[src/hdl/relay_packet_cache_with_locks_top_assert.svh]
// Assertion macros used by the relay packet cache RTL.
// Included by rpc_dp, which checks its own logic; depends on nothing.
`ifndef RELAY_PACKET_CACHE_WITH_LOCKS_TOP_ASSERT_SVH
`define RELAY_PACKET_CACHE_WITH_LOCKS_TOP_ASSERT_SVH

// Same-cycle implication, checked out of reset.
`define RPC_ASSERT_IMPL(label, clk, rst_n, ante, cons, msg) \
  label: assert property (@(posedge clk) disable iff (!rst_n) (ante) |-> (cons)) \
    else $error(msg);

// Next-cycle implication, checked out of reset.
`define RPC_ASSERT_NEXT(label, clk, rst_n, ante, cons, msg) \
  label: assert property (@(posedge clk) disable iff (!rst_n) (ante) |=> (cons)) \
    else $error(msg);

`endif

[src/hdl/rpc_pkg.sv]
// Shared types, codes and constants of the relay packet cache.
// Used by every RTL module of the block; depends on nothing.
package rpc_pkg;

  // Default sizes handed to the top level parameters.
  localparam int unsigned MAX_SLOTS_DEF   = 16;
  localparam int unsigned QUEUE_DEPTH_DEF = 16;

  // Fixed field widths.
  localparam int unsigned SEQ_W   = 16;
  localparam int unsigned SLOT_W  = 4;
  localparam int unsigned NB_W    = 5;
  localparam int unsigned HIT_W   = 16;
  localparam int unsigned OP_W    = 2;
  localparam int unsigned PADDR_W = 4;
  localparam int unsigned PDATA_W = 32;

  // Item operation codes.
  localparam logic [OP_W-1:0] OP_STORE   = 2'd0;
  localparam logic [OP_W-1:0] OP_LOOKUP  = 2'd1;
  localparam logic [OP_W-1:0] OP_SERVICE = 2'd2;

  // Register indexes (paddr[3:2]).
  localparam logic [1:0] REG_CACHE_ENABLE   = 2'd0;
  localparam logic [1:0] REG_NUM_BLOCKS     = 2'd1;
  localparam logic [1:0] REG_INVALID_MARKER = 2'd2;

  // Register reset values.
  localparam logic [NB_W-1:0]  NUM_BLOCKS_RST     = 5'd16;
  localparam logic [SEQ_W-1:0] INVALID_MARKER_RST = 16'hFFFF;

  typedef struct packed {
    logic [OP_W-1:0]  op;
    logic [SEQ_W-1:0] seq_no;
    logic             last;
  } item_t;

  typedef struct packed {
    logic [SLOT_W-1:0] slot;
    logic              slot_valid;
    logic [SEQ_W-1:0]  seq_out;
    logic              forward;
    logic              more_pending;
    logic [HIT_W-1:0]  hit_total;
  } result_t;

  typedef struct packed {
    logic             cache_enable;
    logic [NB_W-1:0]  num_blocks;
    logic [SEQ_W-1:0] invalid_marker;
  } cfg_t;

  // Controller states.
  typedef enum logic [1:0] {
    ST_IDLE,
    ST_DISPATCH,
    ST_STORE,
    ST_LOOK
  } state_e;

  // Datapath actions; all but NONE and STEP finish the item with a result.
  typedef enum logic [2:0] {
    ACT_NONE,
    ACT_STEP,
    ACT_STORE,
    ACT_BLANK,
    ACT_HIT,
    ACT_MISS,
    ACT_SKIP,
    ACT_POP
  } act_e;

  typedef struct packed {
    logic load;
    act_e act;
  } cmd_t;

  typedef struct packed {
    logic [OP_W-1:0] op;
    logic            enable;
    logic            is_marker;
    logic            lock_free;
    logic            match;
    logic            at_end;
    logic            q_empty;
    logic            q_full;
    logic            out_free;
  } sts_t;

endpackage

[src/hdl/rpc_stream_if.sv]
// Valid/ready stream channel carrying one word of payload type T.
// Depends on nothing; the payload type comes from rpc_pkg at instantiation.
interface rpc_stream_if #(
  parameter type T = logic
);
  logic valid;
  logic ready;
  T     data;

  modport source (output valid, output data, input ready);
  modport sink (input valid, input data, output ready);
endinterface

[src/hdl/rpc_cfg.sv]
// APB-style configuration registers of the relay packet cache.
// Depends on rpc_pkg.
module rpc_cfg (
  input  logic                           clk_i,
  input  logic                           rst_ni,
  input  logic                           psel,
  input  logic                           penable,
  input  logic                           pwrite,
  input  logic [rpc_pkg::PADDR_W-1:0]    paddr,
  input  logic [rpc_pkg::PDATA_W-1:0]    pwdata,
  output logic [rpc_pkg::PDATA_W-1:0]    prdata,
  output logic                           pready,
  output rpc_pkg::cfg_t                  cfg_o
);

  rpc_pkg::cfg_t cfg_q, cfg_d;
  logic          wr_en;
  logic [1:0]    reg_idx;

  assign pready  = 1'b1;
  assign reg_idx = paddr[3:2];
  assign wr_en   = psel && penable && pwrite;

  // Register write decode.
  always_comb begin
    cfg_d = cfg_q;
    if (wr_en) begin
      unique case (reg_idx)
        rpc_pkg::REG_CACHE_ENABLE:   cfg_d.cache_enable   = pwdata[0];
        rpc_pkg::REG_NUM_BLOCKS:     cfg_d.num_blocks     = pwdata[rpc_pkg::NB_W-1:0];
        rpc_pkg::REG_INVALID_MARKER: cfg_d.invalid_marker = pwdata[rpc_pkg::SEQ_W-1:0];
        default: ;
      endcase
    end
  end

  always_ff @(posedge clk_i or negedge rst_ni) begin
    if (!rst_ni) begin
      cfg_q.cache_enable   <= 1'b0;
      cfg_q.num_blocks     <= rpc_pkg::NUM_BLOCKS_RST;
      cfg_q.invalid_marker <= rpc_pkg::INVALID_MARKER_RST;
    end else begin
      cfg_q <= cfg_d;
    end
  end

  // Read back the addressed register; unused addresses read zero.
  always_comb begin
    prdata = '0;
    unique case (reg_idx)
      rpc_pkg::REG_CACHE_ENABLE:   prdata[0] = cfg_q.cache_enable;
      rpc_pkg::REG_NUM_BLOCKS:     prdata[rpc_pkg::NB_W-1:0] = cfg_q.num_blocks;
      rpc_pkg::REG_INVALID_MARKER: prdata[rpc_pkg::SEQ_W-1:0] = cfg_q.invalid_marker;
      default: ;
    endcase
  end

  assign cfg_o = cfg_q;

endmodule

[src/hdl/rpc_ctrl.sv]
// Controller state machine of the relay packet cache.
// Depends on rpc_pkg; drives the datapath through cmd_t and reads sts_t.
module rpc_ctrl (
  input  logic          clk_i,
  input  logic          rst_ni,
  input  logic          in_valid_i,
  output logic          in_ready_o,
  input  rpc_pkg::sts_t sts_i,
  output rpc_pkg::cmd_t cmd_o
);

  rpc_pkg::state_e state_q, state_d;

  always_ff @(posedge clk_i or negedge rst_ni) begin
    if (!rst_ni) begin
      state_q <= rpc_pkg::ST_IDLE;
    end else begin
      state_q <= state_d;
    end
  end

  // Next state. A finishing step waits until the result register is free.
  always_comb begin
    state_d = state_q;
    unique case (state_q)
      rpc_pkg::ST_IDLE: begin
        if (in_valid_i) state_d = rpc_pkg::ST_DISPATCH;
      end
      rpc_pkg::ST_DISPATCH: begin
        unique case (sts_i.op)
          rpc_pkg::OP_STORE: begin
            if (sts_i.enable) state_d = rpc_pkg::ST_STORE;
            else if (sts_i.out_free) state_d = rpc_pkg::ST_IDLE;
          end
          rpc_pkg::OP_LOOKUP: begin
            if (sts_i.enable && !sts_i.is_marker) state_d = rpc_pkg::ST_LOOK;
            else if (sts_i.out_free) state_d = rpc_pkg::ST_IDLE;
          end
          default: begin
            if (sts_i.out_free) state_d = rpc_pkg::ST_IDLE;
          end
        endcase
      end
      rpc_pkg::ST_STORE: begin
        if ((sts_i.lock_free || sts_i.at_end) && sts_i.out_free) state_d = rpc_pkg::ST_IDLE;
      end
      rpc_pkg::ST_LOOK: begin
        if ((sts_i.match || sts_i.at_end) && sts_i.out_free) state_d = rpc_pkg::ST_IDLE;
      end
      default: state_d = rpc_pkg::ST_IDLE;
    endcase
  end

  // Commands to the datapath.
  always_comb begin
    in_ready_o = (state_q == rpc_pkg::ST_IDLE);
    cmd_o.load = (state_q == rpc_pkg::ST_IDLE) && in_valid_i;
    cmd_o.act  = rpc_pkg::ACT_NONE;
    unique case (state_q)
      rpc_pkg::ST_DISPATCH: begin
        if (sts_i.out_free) begin
          unique case (sts_i.op)
            rpc_pkg::OP_STORE: begin
              if (!sts_i.enable) cmd_o.act = rpc_pkg::ACT_BLANK;
            end
            rpc_pkg::OP_LOOKUP: begin
              if (!sts_i.enable) cmd_o.act = rpc_pkg::ACT_MISS;
              else if (sts_i.is_marker) cmd_o.act = rpc_pkg::ACT_SKIP;
            end
            rpc_pkg::OP_SERVICE: begin
              cmd_o.act = sts_i.q_empty ? rpc_pkg::ACT_BLANK : rpc_pkg::ACT_POP;
            end
            default: cmd_o.act = rpc_pkg::ACT_BLANK;
          endcase
        end
      end
      rpc_pkg::ST_STORE: begin
        // Walk from the round-robin slot to the first unlocked one.
        if (!sts_i.lock_free && !sts_i.at_end) cmd_o.act = rpc_pkg::ACT_STEP;
        else if (sts_i.out_free) begin
          cmd_o.act = sts_i.lock_free ? rpc_pkg::ACT_STORE : rpc_pkg::ACT_BLANK;
        end
      end
      rpc_pkg::ST_LOOK: begin
        // Walk upward from slot zero; the first match ends the search.
        if (!sts_i.match && !sts_i.at_end) cmd_o.act = rpc_pkg::ACT_STEP;
        else if (sts_i.out_free) begin
          cmd_o.act = (sts_i.match && !sts_i.q_full) ? rpc_pkg::ACT_HIT : rpc_pkg::ACT_MISS;
        end
      end
      default: ;
    endcase
  end

endmodule

[src/hdl/rpc_dp.sv]
// Datapath of the relay packet cache: slot store, locks, service queue,
// counters and the result register. Depends on rpc_pkg and the assert header.
`include "relay_packet_cache_with_locks_top_assert.svh"

module rpc_dp #(
  parameter int unsigned MAX_SLOTS   = rpc_pkg::MAX_SLOTS_DEF,
  parameter int unsigned QUEUE_DEPTH = rpc_pkg::QUEUE_DEPTH_DEF
) (
  input  logic             clk_i,
  input  logic             rst_ni,
  input  rpc_pkg::cfg_t    cfg_i,
  input  rpc_pkg::cmd_t    cmd_i,
  input  rpc_pkg::item_t   item_i,
  output rpc_pkg::sts_t    sts_o,
  output logic             res_valid_o,
  output rpc_pkg::result_t res_o,
  input  logic             res_ready_i
);

  localparam int unsigned SW = $clog2(MAX_SLOTS);
  localparam int unsigned NW = $clog2(MAX_SLOTS + 1) > rpc_pkg::NB_W ?
                               $clog2(MAX_SLOTS + 1) : rpc_pkg::NB_W;
  localparam int unsigned QW = $clog2(QUEUE_DEPTH);
  localparam int unsigned CW = $clog2(QUEUE_DEPTH + 1);

  // Slot contents; the valid marks guard entries never stored.
  logic [rpc_pkg::SEQ_W-1:0] seq_mem [MAX_SLOTS];
  logic [rpc_pkg::SEQ_W-1:0] seq_rd_q;
  logic [SW-1:0]             q_mem [QUEUE_DEPTH];
  logic [SW-1:0]             q_rd_q;

  logic [MAX_SLOTS-1:0]      valid_q, valid_d;
  logic [MAX_SLOTS-1:0]      lock_q, lock_d;
  logic [SW-1:0]             next_slot_q, next_slot_d;
  logic [SW-1:0]             idx_q, idx_d;
  logic [SW-1:0]             start_q, start_d;
  logic [QW-1:0]             q_head_q, q_head_d;
  logic [QW-1:0]             q_tail_q, q_tail_d;
  logic [CW-1:0]             q_count_q, q_count_d;
  logic                      all_srv_q, all_srv_d;
  logic [rpc_pkg::HIT_W-1:0] hit_q, hit_d;
  rpc_pkg::item_t            item_q;
  logic                      out_valid_q, out_valid_d;
  rpc_pkg::result_t          res_q, res_d;

  logic [NW-1:0]             n_use;
  logic [NW-1:0]             n_last;
  logic [SW-1:0]             idx_inc;
  logic [SW-1:0]             cur_slot;
  logic [31:0]               idx_ext;
  logic [31:0]               q_rd_ext;
  logic                      emit;
  logic                      out_free;
  logic                      miss;
  logic                      serviced_now;

  // Slots in use: zero acts as one, large values clamp to MAX_SLOTS.
  always_comb begin
    if (cfg_i.num_blocks == '0) n_use = NW'(1);
    else if (32'(cfg_i.num_blocks) > 32'(MAX_SLOTS)) n_use = NW'(MAX_SLOTS);
    else n_use = NW'(cfg_i.num_blocks);
  end
  assign n_last = n_use - NW'(1);

  // Round-robin successor and the store start slot.
  assign idx_inc  = (NW'(idx_q) == n_last) ? '0 : idx_q + SW'(1);
  assign cur_slot = (NW'(next_slot_q) < n_use) ? next_slot_q : '0;
  assign idx_ext  = 32'(idx_q);
  assign q_rd_ext = 32'(q_rd_q);

  assign out_free = !out_valid_q || res_ready_i;
  assign emit     = (cmd_i.act != rpc_pkg::ACT_NONE) && (cmd_i.act != rpc_pkg::ACT_STEP);

  // Status to the controller.
  always_comb begin
    sts_o.op        = item_q.op;
    sts_o.enable    = cfg_i.cache_enable;
    sts_o.is_marker = (item_q.seq_no == cfg_i.invalid_marker);
    sts_o.lock_free = !lock_q[idx_q];
    sts_o.match     = valid_q[idx_q] && (seq_rd_q == item_q.seq_no);
    sts_o.at_end    = (idx_inc == start_q);
    sts_o.q_empty   = (q_count_q == '0);
    sts_o.q_full    = (q_count_q == CW'(QUEUE_DEPTH));
    sts_o.out_free  = out_free;
  end

  // Walk index: loaded on accept, advanced on a step.
  always_comb begin
    idx_d   = idx_q;
    start_d = start_q;
    if (cmd_i.load) begin
      idx_d   = (item_i.op == rpc_pkg::OP_STORE) ? cur_slot : '0;
      start_d = idx_d;
    end else if (cmd_i.act == rpc_pkg::ACT_STEP) begin
      idx_d = idx_inc;
    end
  end

  // A bulk interest stays serviced while every element hits or is empty.
  assign miss         = (cmd_i.act == rpc_pkg::ACT_MISS);
  assign serviced_now = all_srv_q && !miss;

  // State updates and the result word of a finishing action.
  always_comb begin
    valid_d     = valid_q;
    lock_d      = lock_q;
    next_slot_d = next_slot_q;
    q_head_d    = q_head_q;
    q_tail_d    = q_tail_q;
    q_count_d   = q_count_q;
    all_srv_d   = all_srv_q;
    hit_d       = hit_q;
    res_d       = '0;
    unique case (cmd_i.act)
      rpc_pkg::ACT_STORE: begin
        valid_d[idx_q]   = 1'b1;
        next_slot_d      = idx_inc;
        res_d.slot       = idx_ext[rpc_pkg::SLOT_W-1:0];
        res_d.slot_valid = 1'b1;
      end
      rpc_pkg::ACT_HIT: begin
        lock_d[idx_q]    = 1'b1;
        q_tail_d         = (q_tail_q == QW'(QUEUE_DEPTH - 1)) ? '0 : q_tail_q + QW'(1);
        q_count_d        = q_count_q + CW'(1);
        hit_d            = hit_q + rpc_pkg::HIT_W'(1);
        res_d.slot       = idx_ext[rpc_pkg::SLOT_W-1:0];
        res_d.slot_valid = 1'b1;
        res_d.seq_out    = cfg_i.invalid_marker;
      end
      rpc_pkg::ACT_MISS, rpc_pkg::ACT_SKIP: begin
        res_d.seq_out = item_q.seq_no;
      end
      rpc_pkg::ACT_POP: begin
        lock_d[q_rd_q]     = 1'b0;
        q_head_d           = (q_head_q == QW'(QUEUE_DEPTH - 1)) ? '0 : q_head_q + QW'(1);
        q_count_d          = q_count_q - CW'(1);
        res_d.slot         = q_rd_ext[rpc_pkg::SLOT_W-1:0];
        res_d.slot_valid   = 1'b1;
        res_d.more_pending = (q_count_q != CW'(1));
      end
      default: ;
    endcase
    // Lookup elements settle the forward decision on the last one.
    if (cmd_i.act == rpc_pkg::ACT_HIT || cmd_i.act == rpc_pkg::ACT_MISS ||
        cmd_i.act == rpc_pkg::ACT_SKIP) begin
      res_d.forward = item_q.last && !serviced_now;
      all_srv_d     = item_q.last ? 1'b1 : serviced_now;
    end
    res_d.hit_total = hit_d;
  end

  // Result register handshake.
  always_comb begin
    out_valid_d = out_valid_q;
    if (emit) out_valid_d = 1'b1;
    else if (res_ready_i) out_valid_d = 1'b0;
  end

  // Control registers.
  always_ff @(posedge clk_i or negedge rst_ni) begin
    if (!rst_ni) begin
      valid_q     <= '0;
      lock_q      <= '0;
      next_slot_q <= '0;
      idx_q       <= '0;
      start_q     <= '0;
      q_head_q    <= '0;
      q_tail_q    <= '0;
      q_count_q   <= '0;
      all_srv_q   <= 1'b1;
      hit_q       <= '0;
      out_valid_q <= 1'b0;
    end else begin
      valid_q     <= valid_d;
      lock_q      <= lock_d;
      next_slot_q <= next_slot_d;
      idx_q       <= idx_d;
      start_q     <= start_d;
      q_head_q    <= q_head_d;
      q_tail_q    <= q_tail_d;
      q_count_q   <= q_count_d;
      all_srv_q   <= all_srv_d;
      hit_q       <= hit_d;
      out_valid_q <= out_valid_d;
    end
  end

  // Payload registers: the accepted item and the result word.
  always_ff @(posedge clk_i) begin
    if (cmd_i.load) item_q <= item_i;
    if (emit) res_q <= res_d;
  end

  // Slot sequence memory: one write port, one registered read at the walk index.
  always_ff @(posedge clk_i) begin
    if (cmd_i.act == rpc_pkg::ACT_STORE) seq_mem[idx_q] <= item_q.seq_no;
    seq_rd_q <= seq_mem[idx_d];
  end

  // Service queue memory: pushed at the tail, read registered at the head.
  always_ff @(posedge clk_i) begin
    if (cmd_i.act == rpc_pkg::ACT_HIT) q_mem[q_tail_q] <= idx_q;
    q_rd_q <= q_mem[q_head_q];
  end

  assign res_valid_o = out_valid_q;
  assign res_o       = res_q;

  // Checks on queue bookkeeping and action sequencing.
  `RPC_ASSERT_IMPL(a_lock_le_count, clk_i, rst_ni, 1'b1,
                   $countones(lock_q) <= int'(q_count_q), "more locked slots than queued entries")
  `RPC_ASSERT_IMPL(a_ptr_meet, clk_i, rst_ni,
                   (q_count_q == '0) || (q_count_q == CW'(QUEUE_DEPTH)),
                   q_head_q == q_tail_q, "queue pointers disagree with the count")
  `RPC_ASSERT_IMPL(a_pop_nonempty, clk_i, rst_ni, cmd_i.act == rpc_pkg::ACT_POP,
                   q_count_q != '0, "pop issued on an empty queue")
  `RPC_ASSERT_IMPL(a_store_unlocked, clk_i, rst_ni, cmd_i.act == rpc_pkg::ACT_STORE,
                   !lock_q[idx_q], "store into a locked slot")
  `RPC_ASSERT_NEXT(a_emit_shows, clk_i, rst_ni, emit, out_valid_q,
                   "finished word not presented on the result port")

endmodule

[src/hdl/relay_packet_cache_with_locks_top.sv]
// Top level of the relay packet cache with slot locks.
// Depends on rpc_pkg, rpc_stream_if, rpc_cfg, rpc_ctrl and rpc_dp.
//
//   Channel   Direction  Word                      Handshake
//   item_i    in         rpc_pkg::item_t           valid/ready
//   result_o  out        rpc_pkg::result_t         valid/ready
//   APB       in/out     32-bit register access    psel/penable, pready high
//
// One item at a time: a service tick, a disabled store or lookup, an empty
// element or a reserved op finishes straight from dispatch; a store or lookup
// then walks the slot memory one slot per cycle, over at most the slots in use
// (num_blocks, zero taken as one). Ready returns as the registered result
// appears; a held result stalls only a later item's finishing step. Reset is
// asynchronous and clears all control state.
module relay_packet_cache_with_locks_top #(
  parameter int unsigned MAX_SLOTS   = rpc_pkg::MAX_SLOTS_DEF,
  parameter int unsigned QUEUE_DEPTH = rpc_pkg::QUEUE_DEPTH_DEF
) (
  input  logic                        clk_i,
  input  logic                        rst_ni,
  rpc_stream_if.sink                  item_i,
  rpc_stream_if.source                result_o,
  input  logic                        psel,
  input  logic                        penable,
  input  logic                        pwrite,
  input  logic [rpc_pkg::PADDR_W-1:0] paddr,
  input  logic [rpc_pkg::PDATA_W-1:0] pwdata,
  output logic [rpc_pkg::PDATA_W-1:0] prdata,
  output logic                        pready
);

  rpc_pkg::cfg_t    cfg;
  rpc_pkg::cmd_t    cmd;
  rpc_pkg::sts_t    sts;
  rpc_pkg::item_t   item_word;
  rpc_pkg::result_t res_word;
  logic             in_ready;
  logic             res_valid;

  assign item_word      = item_i.data;
  assign item_i.ready   = in_ready;
  assign result_o.valid = res_valid;
  assign result_o.data  = res_word;

  // Configuration registers.
  rpc_cfg u_cfg (
    .clk_i   (clk_i),
    .rst_ni  (rst_ni),
    .psel    (psel),
    .penable (penable),
    .pwrite  (pwrite),
    .paddr   (paddr),
    .pwdata  (pwdata),
    .prdata  (prdata),
    .pready  (pready),
    .cfg_o   (cfg)
  );

  // Sequencer.
  rpc_ctrl u_ctrl (
    .clk_i      (clk_i),
    .rst_ni     (rst_ni),
    .in_valid_i (item_i.valid),
    .in_ready_o (in_ready),
    .sts_i      (sts),
    .cmd_o      (cmd)
  );

  // Slot store, queue and result register.
  rpc_dp #(
    .MAX_SLOTS   (MAX_SLOTS),
    .QUEUE_DEPTH (QUEUE_DEPTH)
  ) u_dp (
    .clk_i       (clk_i),
    .rst_ni      (rst_ni),
    .cfg_i       (cfg),
    .cmd_i       (cmd),
    .item_i      (item_word),
    .sts_o       (sts),
    .res_valid_o (res_valid),
    .res_o       (res_word),
    .res_ready_i (result_o.ready)
  );

endmodule

[src/flat_wrapper.sv]
// flat-port wrapper written by rule: the top's interface ports become plain ports
module relay_packet_cache_with_locks_top_flat 
#(
  parameter int unsigned MAX_SLOTS   = rpc_pkg::MAX_SLOTS_DEF,
  parameter int unsigned QUEUE_DEPTH = rpc_pkg::QUEUE_DEPTH_DEF
)
  (clk_i, rst_ni, psel, penable, pwrite, paddr, pwdata, prdata, pready, item_i_valid, item_i_data, item_i_ready, result_o_valid, result_o_data, result_o_ready);
  rpc_stream_if #(.T(rpc_pkg::item_t)) item_i_i ();
  rpc_stream_if #(.T(rpc_pkg::result_t)) result_o_i ();
  input  logic clk_i;
  input  logic rst_ni;
  input  logic psel;
  input  logic penable;
  input  logic pwrite;
  input  logic [rpc_pkg::PADDR_W-1:0] paddr;
  input  logic [rpc_pkg::PDATA_W-1:0] pwdata;
  output logic [rpc_pkg::PDATA_W-1:0] prdata;
  output logic pready;
  input wire logic [$bits(item_i_i.valid)-1:0] item_i_valid;
  input wire logic [$bits(item_i_i.data)-1:0] item_i_data;
  output wire logic [$bits(item_i_i.ready)-1:0] item_i_ready;
  output wire logic [$bits(result_o_i.valid)-1:0] result_o_valid;
  output wire logic [$bits(result_o_i.data)-1:0] result_o_data;
  input wire logic [$bits(result_o_i.ready)-1:0] result_o_ready;
  assign item_i_i.valid = item_i_valid;
  assign item_i_i.data = item_i_data;
  assign item_i_ready = item_i_i.ready;
  assign result_o_valid = result_o_i.valid;
  assign result_o_data = result_o_i.data;
  assign result_o_i.ready = result_o_ready;
  relay_packet_cache_with_locks_top #(.MAX_SLOTS(MAX_SLOTS), .QUEUE_DEPTH(QUEUE_DEPTH)) u_core (.clk_i(clk_i), .rst_ni(rst_ni), .item_i(item_i_i), .result_o(result_o_i), .psel(psel), .penable(penable), .pwrite(pwrite), .paddr(paddr), .pwdata(pwdata), .prdata(prdata), .pready(pready));
endmodule
[config.mk]
export PLATFORM = sky130hd
export DESIGN_NAME = relay_packet_cache_with_locks_top_flat
export DESIGN_NICKNAME = d
export VERILOG_FILES = /design/src/hdl/rpc_pkg.sv /design/src/hdl/rpc_stream_if.sv /design/src/hdl/rpc_cfg.sv /design/src/hdl/rpc_ctrl.sv /design/src/hdl/rpc_dp.sv /design/src/hdl/relay_packet_cache_with_locks_top.sv /design/src/flat_wrapper.sv
export VERILOG_INCLUDE_DIRS = /design/src /design/src/hdl
export SDC_FILE = /design/constraint.sdc
export NUM_CORES = 1
export LEC_CHECK = 0
export ABC_CLOCK_PERIOD_IN_PS = 13400
export CORE_UTILIZATION = 45
export DETAILED_ROUTE_END_ITERATION = 10
export DONT_BUFFER_PORTS = 1
export HOLD_SLACK_MARGIN = 0.05
export PLACE_DENSITY = 0.72
export SYNTH_ARGS = -nofsm -noshare
export SYNTH_HDL_FRONTEND = slang
export SYNTH_SLANG_ARGS = --single-unit
[constraint.sdc]
create_clock -name clk_i -period 13.4 [get_ports clk_i]
set_clock_uncertainty 0.2 [all_clocks]
set_input_delay 3.35 -clock clk_i [delete_from_list [all_inputs] [get_ports clk_i]]
set_output_delay 3.35 -clock clk_i [all_outputs]
set_load 0.02 [all_outputs]
# Yosys cells after proc, flatten, opt, wreduce, memory -nomap -nowiden
# Memory sizes are Yosys's and may differ from the RTL's. A register that Yosys moved wholly into a read port is not among the register bits.
# Cells that the tools add are included.
[word_totals]
n_memories = 2
inputBits = 62
out_inout_bits = 74
wordCells = 164
ram_bits = 320
ff_bits = 157
[memory_table]
columns = ["memory", "words", "width", "read_ports", "rd_clocked_by_memory_dff", "write_ports", "line_no", "rtl"]
rows = [
  ["u_core.u_dp.seq_mem", 16, 16, 1, 1, 1, "rpc_dp.sv:27", "logic [rpc_pkg::SEQ_W-1:0] seq_mem [MAX_SLOTS];"],
  ["u_core.u_dp.q_mem", 16, 4, 1, 1, 1, "rpc_dp.sv:29", "logic [SW-1:0] q_mem [QUEUE_DEPTH];"],
]
[classes]
n_lt_le_gt_ge = 6
reduce_logical = 43
n_bitwise = 4
n_addsub = 7
mux = 53
n_eq_ne = 25
[ops]
columns = ["op", "n"]
rows = [
  ["16-bit case mux with 2 select lines", 2],
  ["16-bit equality test", 2],
  ["16-bit OR", 2],
  ["4-bit 2-to-1 mux", 7],
  ["5-bit case mux with 2 select lines", 2],
  ["2-bit 2-to-1 mux", 9],
  ["3-bit 2-to-1 mux", 6],
  ["3-bit case mux with 3 select lines", 2],
  ["16-bit by 1-bit adder with 16-bit output, second input constant", 1],
  ["16-bit bitwise AND", 1],
  ["16-bit 2-to-1 mux", 1],
  ["16-bit inverter", 1],
  ["1-bit logical AND", 15],
  ["1-bit 2-to-1 mux", 13],
  ["4-bit by 1-bit adder with 4-bit output, second input constant", 3],
  ["3-bit equality test, second input constant", 4],
  ["11-bit 2-to-1 mux", 1],
  ["5-bit zero test", 2],
  ["4-bit by 5-bit < comparator with 1-bit output, second input constant", 2],
  ["5-bit 2-to-1 mux", 2],
  ["5-bit by 1-bit subtractor with 5-bit output, second input constant", 2],
  ["1-bit binary-select mux with 4-bit select", 2],
  ["1-bit demux with 4-bit select", 2],
  ["2-bit equality test, second input constant", 4],
  ["26 further kinds", 50],
]

# Logic depth before layout (Yosys ltp)
[logic_depth]
word_depth = 16
mapped_depth = 18
ltp_nobuf = 15

# Hierarchy
# From an unflattened synthesis, not the netlist that was laid out.
[hier_totals]
hier_cells = 1530
area_unflattened_um2 = 21232.9
[by_module_without_submodules]
columns = ["module", "seq_area_each_um2", "cells_per_inst", "area_per_inst_um2", "n_inst"]
rows = [
  ["rpc_dp", 13629.3, 1397, 19711.4, 1],
  ["rpc_cfg", 571.8, 96, 1248.7, 1],
  ["rpc_ctrl", 50.0, 37, 272.8, 1],
]

# Worst setup path after synthesis
# No wires, ideal clock.
[synth_path]
path_kind = "input to output"
start = "input port paddr[2] (netlist bit)"
end = "output port prdata[10] (netlist bit)"
path_stages = 5
path_buffers = 2
required_time_ns = 9.850
path_slack_ns = 5.637
arrival_ns = 4.213
cell_sequence = "inv_1 > ha_1 > clkbuf_1 > clkbuf_1 > and2_1"
[synth_via]
elab_chain_cells = 2
[synth_rtl]
columns = ["element", "line_no", "rtl"]
rows = [
  ["from (decl)", "flat_wrapper.sv:15", "input logic [rpc_pkg::PADDR_W-1:0] paddr;"],
  ["2-bit equality test", "rpc_cfg.sv:50", "unique case (reg_idx)"],
  ["11-bit 2-to-1 mux", "rpc_cfg.sv:50", ""],
  ["to (decl)", "flat_wrapper.sv:17", "output logic [rpc_pkg::PDATA_W-1:0] prdata;"],
]
# Every way passes these cells.

# Worst setup path in the final report
[layout_path]
start = "input port paddr[2] (netlist bit)"
end = "output port prdata[3] (netlist bit)"
[layout_via]
elab_chain_cells = 2
word_cells_on_any_way = 3
classes_between = "eq/ne (2); mux (1)"
[layout_rtl]
columns = ["element", "line_no"]
rows = [
  ["2-bit equality test or 2-bit by 1-bit equality test with 1-bit output (tied branches)", "rpc_cfg.sv:50"],
  ["4-bit case mux with 2 select lines *", "rpc_cfg.sv:50"],
]
# Mark *: on every way between the ends. The rest lies on a longest branch, timed or not.

==> out/metrics.yaml <==
grt_pass1_vias: 11600
area_growth_pct: 10.5
grt_pass1_wl_um: 68800
rows: 77
synthDominantAreaCellType: "edfxtp_1"
synth-seq-area-share_pct: 69.3
fillCellCount: 3602
globalRouteMet1Util_pct: 25.7
cts_root_buffer: "clkbuf_16"
slew_headroom_pct: 15.2
yosysWarnings: 0
wire_per_inst_um: 22.4
p_sw_share_pct: 34.5
ir_drop_mv: 0.317
viasPerCell: 5.81
run_status: "finished, final reports clean"
power.share.sequential_pct: 43.7
drtPass1Iterations: 5
rsz0062_at_grt: "false"
hp-start: "u_core.u_dp.valid_q[8]$_DFFE_PN0P_"
multiInputGateArea_um2: 5920
n_antenna_cell: 0
min_period_ns: 8.05
crit_buf_inv: 1
cts_hold_buf: 0
grt_usage_pct: 19.1
hold_viol_final: 0
gr-usage-met3_pct: 2.54
r2r-start: "u_core.u_cfg.cfg_o[19]$_DFFE_PN0P_"
cp.required_ns: 9.85
tns_ns: 0
tightest_slew_ns: 1.27
clkPwrFrac_pct: 25.5
synth_seq_cells: 497
dr.first_iter.drc_count: 983
synth.area.top_cells: "edfxtp_1 (55%), dfrtp_1 (9.9%), mux2i_1 (6.9%), dfstp_2 (2.3%), xnor2_1 (2.3%)"
postSynthCellCount: 1347
synth-edff-count: 378
gp_congestion: 0.825
numCtsBuffers: 45
regArea_um2: 14300
pwr_density_cell_nw_per_um2: 226
post_cts_buffers: 0
synth_common_cells: "edfxtp_1 (378), mux2i_1 (142), dfrtp_1 (81), o22ai_1 (65), nand2_1 (54)"
ys_types: 73
final_nets: 1442
synth-main-ff-cell: "edfxtp_1"
reg2reg_depth: 15
grt_remaining_overflow: 0
use_met2_pct: 32.8
initial_core_util_pct: 46.1
fin_crit_sh_pct: 60.1
p_int_uw: 3370
hold_end: "u_core.u_dp.valid_q[8]$_DFFE_PN0P_"
max-cap-violations: 0
async_flop_share_pct: 19.9
grt.busiest_layer: "met2"
cp_slowest_cell: "ha_1"
die_w_um: 216
hold_class: "register to register"
cp_top_family: "adder cells"
hold_depth: 1
port_buffers: 0
drt_wl_total_um: 44600
synth.top_cell.area_share_pct: 55.2
arrival_ns: 4.50
ant_nets: 0
finalPower_uw: 5130
timing.rr.end: "u_core.u_dp.seq_rd_q[5]$_DFF_P_"
clock-sinks: 497
core_um2: 44600
worstPathMaxFanout: 17
cts-htree-levels: 2
reg2reg_slack_ns: 7.14
path_clk_slew_ns: 0.06
final_layout_size_suffix_gt1_share_pct: 14.7
p_leak_uw: 0.00846
antenna_found_initial: 0
clk_latency_ns: 0.57
slowest_delay_ns: 0.52
path_cells: "inv_1 -> ha_1 -> a22oi_1 -> nor2b_1"
clock_path_buffers: 3
die_h_um: 216
cts-resized-gates: 0
setup_viol: 0
power.net_switching_uw: 1770
grt_max_degree: 130
combinationalPowerShare_pct: 30.9
place_hpwl_um: 27400
critPathLaunchType: "input pin"
route.detailed.drc: 0
max_freq_ghz: 0.124
dieArea_um2: 46500
crit_path_end_kind: "primary output"
vias: 11500
cts_tree: "yes"
avgSynthCellArea_um2: 15.3
synth_most_common_cell: "edfxtp_1"
crit_type: "input pin to primary output"
slew_viol_final: 0
syn_area_um2: 20600
ioPinCount: 136
worst max-delay path by stage:
| stage | startpoint | endpoint | slack (ns) | cells after the start |
|---|---|---|---|---|
| 3_3_place_gp | paddr[2] | prdata[2] | 5.36 | 4 |
| 3_5_place_dp | paddr[2] | prdata[2] | 5.33 | 4 |
| 5_1_grt | paddr[2] | prdata[4] | 5.24 | 4 |
| 4_1_cts | paddr[2] | prdata[2] | 5.31 | 4 |
| 2_1_floorplan | paddr[2] | prdata[10] | 5.64 | 5 |
| 6_report | paddr[2] | prdata[3] | 5.35 | 4 |
layer usage:
layer	vias up	routed length, µm	share of wire (%)
li1	5176	-	-
met1	5907	18700	42
met2	401	22400	50
met3	57	2720	6.1
met4	0	715	1.6
met5	-	0	0
per-stage QoR:
| step | cell area, µm² | util, % | setup WS, ns | std cells | hold WS (ns) |
|---|---|---|---|---|---|
| 6_report | 22700 | 50.9 | 5.35 | 1988 | 0.265 |
| 5_1_grt | 22700 | 50.9 | 5.24 | 1988 | 0.284 |
| 4_1_cts | 22700 | 50.9 | 5.31 | 1988 | 0.266 |
| 3_5_place_dp | 21200 | 47.5 | 5.33 | 1904 | 0.248 |
| 3_3_place_gp | 21200 | 47.5 | 5.36 | 1904 | 0.245 |
| 2_1_floorplan | 20600 | - | 5.64 | 1362 | 0.234 |
registers in the layout, summed over array words and instances (netlist names), 5 cells and up:
name,cells
u_core.u_dp.q_mem,64
u_core.u_dp.seq_mem,256
u_core.u_dp.res_o,39
u_core.u_dp.q_count_q,5
u_core.u_dp.item_q,17
u_core.u_dp.seq_rd_q,16
u_core.u_dp.lock_q,16
u_core.u_dp.hit_q,16
u_core.u_dp.valid_q,16
u_core.u_cfg.cfg_o,22
worst reg2reg max path: cells and delay by family (launching register included):
family | cells | cell delay [ns]
XOR/XNOR | 2 | 0.28
AO/OA/AOI/OAI | 5 | 2.12
adder cells (fa/ha/maj) | 1 | 0.30
multiplexers | 2 | 0.88
buffers and inverters | 1 | 0.68
flip-flops | 1 | 0.45
AND/OR/NAND/NOR | 4 | 1.19
power groups by stage:
| stage | sequential (µW) | clock, µW | combinational (µW) |
|---|---|---|---|
| 5_1_grt | 2270 | 1380 | 1710 |
| 6_report | 2240 | 1310 | 1580 |
| 3_5_place_dp | 2270 | 0 | 1570 |
| 4_1_cts | 2240 | 1320 | 1580 |
| 2_1_floorplan | 2200 | 0 | 1260 |
| 3_3_place_gp | 2260 | 0 | 1540 |
cell type report:
cell class                 count  area share (%)
sequential                   497            62.8
multi-input combinational    767            26.1
clock buffer                  62            5.50
tap                          592            3.26
clock inverter                22            1.12
timing repair buffer          25           0.882
inverter                      23           0.380
cell usage in the layout, fill, tap and decap left out, types with 18 or more instances in the layout:
master,Yosys,final
edfxtp_1,378,378
mux2i_1,142,142
dfrtp_1,81,81
o22ai_1,65,65
nand2_1,54,53
xnor2_1,53,53
clkbuf_16,0,45
nor2_1,48,39
mux2_2,29,29
a22oi_1,27,27
o21ai_0,27,27
and2_1,27,27
a21oi_1,25,25
buf_4,20,24
nand3_1,21,21
ha_1,21,21
inv_1,20,20
dfxtp_1,20,20
a31oi_1,18,18
dfstp_2,18,18
kinds of logic after synthesis:
family                     synth area share, %
and+or+nand+nor                           6.86
muxes                                     10.3
other                                   0.0365
buffers and inverters                     2.42
xor gates and xnor gates                  2.64
adders and majority gates                 1.28
DFF                                       69.3
AOI/OAI and AO/OA                         7.10
(Power assumes the default switching activity.)
